<file path="src/hdl/wiidec_pkg.sv">
package wiidec_pkg;

    localparam int REPORT_BYTES = 8;
    localparam int AXIS_W       = 16;
    localparam int TRIG_W       = 12;
    localparam int BTN_W        = 13;
    localparam int CFG_DEV_IDX  = 0;

    localparam logic [15:0] DRUM_BTN_MASK  = 16'hFEFF;
    localparam logic [15:0] TABLE_BTN_MASK = 16'h63CD;

    typedef enum logic [3:0] {
        DEV_NONE      = 4'd0,
        DEV_GUITAR    = 4'd1,
        DEV_CLASSIC   = 4'd2,
        DEV_NUNCHUK   = 4'd3,
        DEV_DRUMS     = 4'd4,
        DEV_UDRAW     = 4'd5,
        DEV_DRAWSOME  = 4'd6,
        DEV_TURNTABLE = 4'd7,
        DEV_TAIKO     = 4'd8
    } dev_type_t;

    // button bit positions in the result word
    localparam int BTN_X = 10;
    localparam int BTN_A = 9;
    localparam int BTN_B = 11;

    typedef logic [7:0] report_t [REPORT_BYTES];

    typedef struct packed {
        logic [AXIS_W-1:0] left_x;
        logic [AXIS_W-1:0] left_y;
        logic [AXIS_W-1:0] right_x;
        logic [AXIS_W-1:0] right_y;
        logic [TRIG_W-1:0] left_trigger;
        logic [TRIG_W-1:0] right_trigger;
        logic [BTN_W-1:0]  button_bits;
    } held_t;

    // source bit of the packed device word for each result button
    localparam logic [3:0] BTN_SRC [BTN_W] = '{
        4'd2, 4'd3, 4'd4, 4'd6, 4'd7, 4'd8, 4'd9,
        4'd10, 4'd11, 4'd12, 4'd13, 4'd14, 4'd15
    };

    function automatic logic [BTN_W-1:0] remap_buttons(input logic [15:0] w);
        logic [BTN_W-1:0] r;
        for (int j = 0; j < BTN_W; j++) begin
            r[j] = w[BTN_SRC[j]];
        end
        return r;
    endfunction

endpackage

</file>
<file path="src/hdl/wii_extension_report_decoder_unit.sv">
// Wii extension report decoder.
// s_ channel: one word per 8-byte extension report, bytes in tdata (byte 0 in
// the low bits), tuser carries the bus read-error flag.
// m_ channel: one word per report with the decoded axes, triggers and buttons
// in tdata and report_ok in tuser. Fields a device does not drive keep the
// values of the previous word.
// APB port: device_type register at byte address 0, to be written only while
// idle; the block itself does not enforce this. Each input word passes the
// input register, then is decoded into the result register, which drives
// m_tvalid. One report per cycle while the receiver does not stall.
// The result register doubles as the held state, so the decode is one pass
// of logic between the two registers.
// When the receiver stalls, the result holds and one more report is taken
// into the input register; s_tready drops only when both are full.
// Reset clears device_type, all held fields and both valid flags.
module wii_extension_report_decoder_unit (
    input  logic         aclk,
    input  logic         aresetn,
    // APB
    input  logic         psel,
    input  logic         penable,
    input  logic         pwrite,
    input  logic [2:0]   paddr,
    input  logic [31:0]  pwdata,
    output logic [31:0]  prdata,
    output logic         pready,
    // input reports
    input  logic         s_tvalid,
    output logic         s_tready,
    input  logic [63:0]  s_tdata,   // byte0..byte7, 8 bits each
    input  logic         s_tuser,   // read_error
    // results
    output logic         m_tvalid,
    input  logic         m_tready,
    output logic [103:0] m_tdata,   // left_x, left_y, right_x, right_y (16 each),
                                    // left_trigger, right_trigger (12 each),
                                    // button_bits (13), zero pad (3)
    output logic         m_tuser    // report_ok
);
    import wiidec_pkg::*;

    dev_type_t   device_type;
    logic        in_valid_reg;
    logic [63:0] in_data_reg;
    logic        in_err_reg;
    logic        out_valid_reg;
    logic        out_ok_reg;
    held_t       held_reg;
    held_t       held_next;
    logic        ok_next;
    logic        advance;
    report_t     rpt;

    wiidec_cfg_regs u_cfg (
        .aclk        (aclk),
        .aresetn     (aresetn),
        .psel        (psel),
        .penable     (penable),
        .pwrite      (pwrite),
        .paddr       (paddr),
        .pwdata      (pwdata),
        .prdata      (prdata),
        .pready      (pready),
        .device_type (device_type)
    );

    always_comb begin
        for (int i = 0; i < REPORT_BYTES; i++) begin
            rpt[i] = in_data_reg[8*i +: 8];
        end
    end

    wiidec_decode u_decode (
        .device_type (device_type),
        .rpt         (rpt),
        .read_error  (in_err_reg),
        .held        (held_reg),
        .held_next   (held_next),
        .report_ok   (ok_next)
    );

    assign advance  = in_valid_reg && (!out_valid_reg || m_tready);
    assign s_tready = !in_valid_reg || advance;

    always_ff @(posedge aclk) begin
        if (!aresetn) begin
            in_valid_reg <= 1'b0;
        end else if (s_tready) begin
            in_valid_reg <= s_tvalid;
        end
    end

    always_ff @(posedge aclk) begin
        if (s_tready && s_tvalid) begin
            in_data_reg <= s_tdata;
            in_err_reg  <= s_tuser;
        end
    end

    always_ff @(posedge aclk) begin
        if (!aresetn) begin
            out_valid_reg <= 1'b0;
            out_ok_reg    <= 1'b0;
            held_reg      <= '0;
        end else begin
            if (advance) begin
                out_valid_reg <= 1'b1;
                out_ok_reg    <= ok_next;
                held_reg      <= held_next;
            end else if (m_tready) begin
                out_valid_reg <= 1'b0;
            end
        end
    end

    assign m_tvalid = out_valid_reg;
    assign m_tuser  = out_ok_reg;
    assign m_tdata  = {3'd0,
                       held_reg.button_bits,
                       held_reg.right_trigger,
                       held_reg.left_trigger,
                       held_reg.right_y,
                       held_reg.right_x,
                       held_reg.left_y,
                       held_reg.left_x};

endmodule

</file>
<file path="src/hdl/wiidec_cfg_regs.sv">
module wiidec_cfg_regs (
    input  logic                   aclk,
    input  logic                   aresetn,
    input  logic                   psel,
    input  logic                   penable,
    input  logic                   pwrite,
    input  logic [2:0]             paddr,
    input  logic [31:0]            pwdata,
    output logic [31:0]            prdata,
    output logic                   pready,
    output wiidec_pkg::dev_type_t  device_type
);
    import wiidec_pkg::*;

    logic [3:0] dev_type_reg;
    logic       wr_en;
    logic       sel_dev;

    assign pready  = 1'b1;
    assign sel_dev = (paddr[2] == 1'(CFG_DEV_IDX));
    assign wr_en   = psel && penable && pwrite && sel_dev;

    always_ff @(posedge aclk) begin
        if (!aresetn) begin
            dev_type_reg <= 4'd0;
        end else if (wr_en) begin
            dev_type_reg <= pwdata[3:0];
        end
    end

    assign prdata      = sel_dev ? {28'd0, dev_type_reg} : 32'd0;
    assign device_type = dev_type_t'(dev_type_reg);

endmodule

</file>
<file path="src/hdl/wiidec_decode.sv">
module wiidec_decode (
    input  wiidec_pkg::dev_type_t device_type,
    input  wiidec_pkg::report_t   rpt,
    input  logic                  read_error,
    input  wiidec_pkg::held_t     held,
    output wiidec_pkg::held_t     held_next,
    output logic                  report_ok
);
    import wiidec_pkg::*;

    logic       any_set;
    logic       all_set;
    logic [4:0] tt_left;
    logic [4:0] tt_right;

    always_comb begin
        any_set = 1'b0;
        all_set = 1'b1;
        for (int i = 0; i < REPORT_BYTES; i++) begin
            any_set = any_set | (|rpt[i]);
            all_set = all_set & (&rpt[i]);
        end
    end

    assign report_ok = !read_error && any_set && !all_set;

    assign tt_left  = rpt[3][4:0];
    assign tt_right = {rpt[0][7:6], rpt[1][7:6], rpt[2][7]};

    // centered values: (v - 0x80) << 8 keeps only v ^ 0x80 in the top byte,
    // (v - 0x20) << 10 keeps only the low six bits of the difference
    always_comb begin
        held_next = held;
        if (report_ok) begin
            case (device_type)
                DEV_GUITAR: begin
                    held_next.left_x      = {rpt[0] ^ 8'h80, 8'h00};
                    held_next.left_y      = {rpt[2] ^ 8'h80, 8'h00};
                    // whammy clamps low at zero; the high end never exceeds 0x7F00
                    held_next.right_x     = rpt[5][7] ? {1'b0, rpt[5][6:0], 8'h00} : 16'd0;
                    held_next.button_bits = remap_buttons(~{rpt[7], rpt[6]});
                end
                DEV_CLASSIC: begin
                    held_next.left_x        = {rpt[0] ^ 8'h80, 8'h00};
                    held_next.left_y        = {rpt[2] ^ 8'h80, 8'h00};
                    held_next.right_x       = {rpt[1] ^ 8'h80, 8'h00};
                    held_next.right_y       = {rpt[3] ^ 8'h80, 8'h00};
                    held_next.left_trigger  = {4'd0, rpt[4]};
                    held_next.right_trigger = {4'd0, rpt[5]};
                    held_next.button_bits   = remap_buttons(~{rpt[7], rpt[6]});
                end
                DEV_NUNCHUK: begin
                    held_next.left_x             = {rpt[0] ^ 8'h80, 8'h00};
                    held_next.left_y             = {rpt[2] ^ 8'h80, 8'h00};
                    held_next.button_bits[BTN_A] = !rpt[5][0];
                    held_next.button_bits[BTN_B] = !rpt[5][1];
                end
                DEV_DRUMS: begin
                    held_next.left_x      = {rpt[0][5:0] ^ 6'h20, 10'd0};
                    held_next.left_y      = {rpt[1][5:0] ^ 6'h20, 10'd0};
                    held_next.button_bits =
                        remap_buttons(~{rpt[5], rpt[4]} & DRUM_BTN_MASK);
                end
                DEV_UDRAW: begin
                    held_next.left_x             = {4'd0, rpt[2][3:0], rpt[0]};
                    held_next.left_y             = {4'd0, rpt[2][7:4], rpt[1]};
                    held_next.right_trigger      = {4'd0, rpt[3]};
                    held_next.button_bits[BTN_A] = rpt[5][0];
                    held_next.button_bits[BTN_B] = rpt[5][1];
                    held_next.button_bits[BTN_X] = !rpt[5][2];
                end
                DEV_DRAWSOME: begin
                    held_next.left_x        = {rpt[1], rpt[0]};
                    held_next.left_y        = {rpt[3], rpt[2]};
                    held_next.right_trigger = {rpt[5][3:0], rpt[4]};
                end
                DEV_TURNTABLE: begin
                    held_next.left_x        = {rpt[0][5:0] ^ 6'h20, 10'd0};
                    held_next.left_y        = {rpt[1][5:0] ^ 6'h20, 10'd0};
                    // 32 + (31 - v) is {1, ~v}; 32 - v stays positive
                    held_next.right_x       = rpt[4][0] ? {10'd0, 1'b1, ~tt_left}
                                                        : {10'd0, 6'd32 - {1'b0, tt_left}};
                    held_next.right_y       = rpt[2][0] ? {10'd0, 1'b1, ~tt_right}
                                                        : {10'd0, 6'd32 - {1'b0, tt_right}};
                    held_next.left_trigger  = {7'd0, rpt[2][6:5], rpt[3][7:5]};
                    held_next.right_trigger = {8'd0, rpt[2][4:1]};
                    held_next.button_bits   =
                        remap_buttons(~{rpt[4], rpt[5]} & TABLE_BTN_MASK);
                end
                DEV_TAIKO: begin
                    held_next.button_bits = remap_buttons(~{rpt[4], rpt[5]});
                end
                default: begin
                    held_next = held;
                end
            endcase
        end
    end

endmodule
</file>
<file path="config.mk">
export PLATFORM = sky130hd
export DESIGN_NAME = wii_extension_report_decoder_unit
export DESIGN_NICKNAME = d
export VERILOG_FILES = /design/src/hdl/wiidec_pkg.sv /design/src/hdl/wii_extension_report_decoder_unit.sv /design/src/hdl/wiidec_cfg_regs.sv /design/src/hdl/wiidec_decode.sv
export SDC_FILE = /design/constraint.sdc
export NUM_CORES = 1
export LEC_CHECK = 0
export BUFFER_PORTS_ARGS = -buffer_cell sky130_fd_sc_hd__buf_4
export CORE_AREA = 2 2 174 91
export DETAILED_ROUTE_END_ITERATION = 6
export DIE_AREA = 0 0 176 93
export HOLD_SLACK_MARGIN = 0.15
export PLACE_DENSITY = 0.85
export SLEW_MARGIN = 10
export SYNTH_ARGS = -nofsm -noshare
export SYNTH_HDL_FRONTEND = slang
export SYNTH_SLANG_ARGS = --single-unit
</file>
<file path="constraint.sdc">
create_clock -name aclk -period 7.8 [get_ports aclk]
set_input_delay 1.95 -clock aclk [delete_from_list [all_inputs] [get_ports aclk]]
set_output_delay 1.95 -clock aclk [all_outputs]
set_load 0.05 [all_outputs]
</file>
==> metrics.cfg <==
[drt]
drt-initial-drc-count=1288
wl_per_cell_um=21.6
first_pass_iters=7
drcViolationCount=0
vias=7267
avgViaCountPerCell=6.14
ant_nets=0
routed_wl_um=25500

[placed_design]
port_buffers=176
dp.cells=1151
dpl_cell_area_um2=9280
dpl.hpwl_um=18200
dp_slack_ns=3.29
gp_congestion=0.964

[logic_synthesis]
ys_seq_area_frac=0.485
syn_avg_cell_area_um2=9.77
ys_warn_count=0
syn_inst=834
synthArstFlopShare=0
synth_edf_count=65
synthDistinctLibCells=58
yosys-top-cells-area=dfxtp_1 25%, edfxtp_1 24%, mux2i_1 7.6%, nand2_1 5.3%, buf_4 3.9%
synth_ff_type=dfxtp_1
yosys_register_bits=165
yosys.area.top_type=dfxtp_1
synth.cell_area_um2=8150
synth_top_cell_area_share=0.246

[setup_path]
path_class=in -> out
path_buf_inv=2
critical-path-max-stage-delay_ns=0.21
worstSetupEndpointType=output pin
crit_family=buffers and inverters
cp.arrival_ns=2.57
critPathSlowestCell=nor2b_1
path_cells=buf_4 > nor2b_1 > nand2_1 > buf_4
cp_common_cell=buf_4
cp-start-kind=primary input
cp_data_required_time_ns=5.85
path_max_fanout=4

[pwr]
combPwrFrac=0.089
internal_power_mw=1.41
power.total_mw=1.99
cellPowerDensity_nw_per_um2=201
power_frac_seq=0.492
swShare=0.289
clkPwrFrac=0.419
p_leak_nw=4.09
ir_drop_mv=0.137
p_sw_mw=0.574

[flow_run]
drv_cap=0

[die]
dieArea_um2=16400
row_count=32
fp.dieH_um=93
start_util=0.546
die_w_um=176
io_pins=247
core_um2=14900

[sta]
holdWs_ns=0.452
fin_worst_skew_ns=0.0122
rsz0062_at_grt=no
fmax_ghz=0.221
fin_crit_sh=0.579
slew_headroom=0.175
fin_ws_ns=3.28
setup_tns_ns=0
hold_viol=0
tightest_slew_ns=1.24
post-route-min-period_ns=4.52
maxSlewViolCount=0
setup_violations=0

[clock_tree]
postCtsResizedCells=0
clkSlewWorstSetupHoldPaths_ns=0.07
htree_levels=4
cts_tree=yes
holdBufCountCts=0
post_cts_buffers=0
cts_num_sinks=165
clock_latency_ns=0.43
cts_max_path_buffers=2
cts_made_buffers=17
root_buffer=clkbuf_16

[cells_and_area]
largest_reg_flops=93
finish.utilization=0.660
antenna_cells=0
n_fill_cell=1200
drive_gt1_frac=0.243
fin_cells=1183
final_area_um2=9860
fin_nets=1076
areaGrowthSynthToFinish_pct=21.0
layout_commonest_cell=buf_4
final_cell_mix=183 x buf_4, 115 x nand2_1, 99 x dfxtp_1

[global_route]
grt_pass1_vias=6547
grt_max_degree=95
grt_use_total=0.310
antenna_found_initial=0
grt_overflow_total=0
grt_first_pass_wirelength_um=38100

[status]
status=finished, final reports clean

[min_path]
hold_path_class=reg -> reg

==> cell usage after synthesis, types with 11 or more instances <==
cell / n
nand2_1: 115
dfxtp_1: 100
edfxtp_1: 65
mux2i_1: 62
buf_4: 42
o21ai_0: 41
clkbuf_1: 40
a21oi_1: 37
nor2_1: 36
nand4_1: 27
a32o_1: 20
o211ai_1: 18
nand3_1: 17
nor2b_1: 16
nor4_1: 15
nor3_1: 14
o21ai_1: 14
o22ai_1: 12
a311oi_1: 11
buf_2: 11
==> per-layer routing <==
metal | GRT usage | share of wire | vias to the layer above
met1 | 0.474 | 0.43 | 3392
met2 | 0.418 | 0.39 | 542
met4 | 0.0764 | 0.021 | 0
met3 | 0.0976 | 0.15 | 65
li1 | - | - | 3268
met5 | 0 | 0 | -
==> worst register-to-register path: stages (launching register included) <==
cell and delay [ns]:
dfxtp_1 0.66, buf_4 0.49, and2_1 0.47, nand2_1 0.52, nand2_1 0.24, and3_1 0.49
nand2_1 0.53, a32o_1 0.44
==> path summary, 6_finish.rpt <==
| check | start | to | slack, ns | cells after the start |
|---|---|---|---|---|
| worst min-delay path | m_tdata[82] | m_tdata[82] | 0.45 | 2 |
| worst max register to register | u_cfg.device_type[0] | m_tdata[51] | 3.87 | 7 |
| worst max-delay path | m_tready | s_tready | 3.28 | 4 |
| worst min register to register | m_tdata[82] | m_tdata[82] | 0.45 | 2 |
==> logic make-up after synthesis <==
family	after synthesis	share of synthesized area
XOR/XNOR	8	0.00860
flip-flops	165	0.485
AND/OR/NAND/NOR	281	0.178
buffers and inverters	117	0.0832
other	2	0.000922
adder cells (fa/ha/maj)	3	0.00461
AO/OA/AOI/OAI	192	0.158
multiplexers	66	0.0817
==> final cells by class <==
cell class	instances	area, um^2	share of cell area
Clock buffer	17	425	0.0431
Clock inverter	15	158	0.0160
Inverter	9	33.8	0.00343
Multi-Input combinational cell	590	3660	0.371
Sequential cell	165	3960	0.401
Tap cell	204	255	0.0259
Timing Repair Buffer	183	1370	0.139
==> power groups by stage <==
stage	logic [mW]	registers, mW	clock network [mW]
final	0.177	0.978	0.831
after global routing	0.189	0.976	0.876
after CTS	0.175	0.971	0.838
after detailed placement	0.174	0.991	0
after global placement	0.171	0.990	0
after floorplan	0.137	0.969	0
Note: power is estimated with default switching activity, not from simulation.
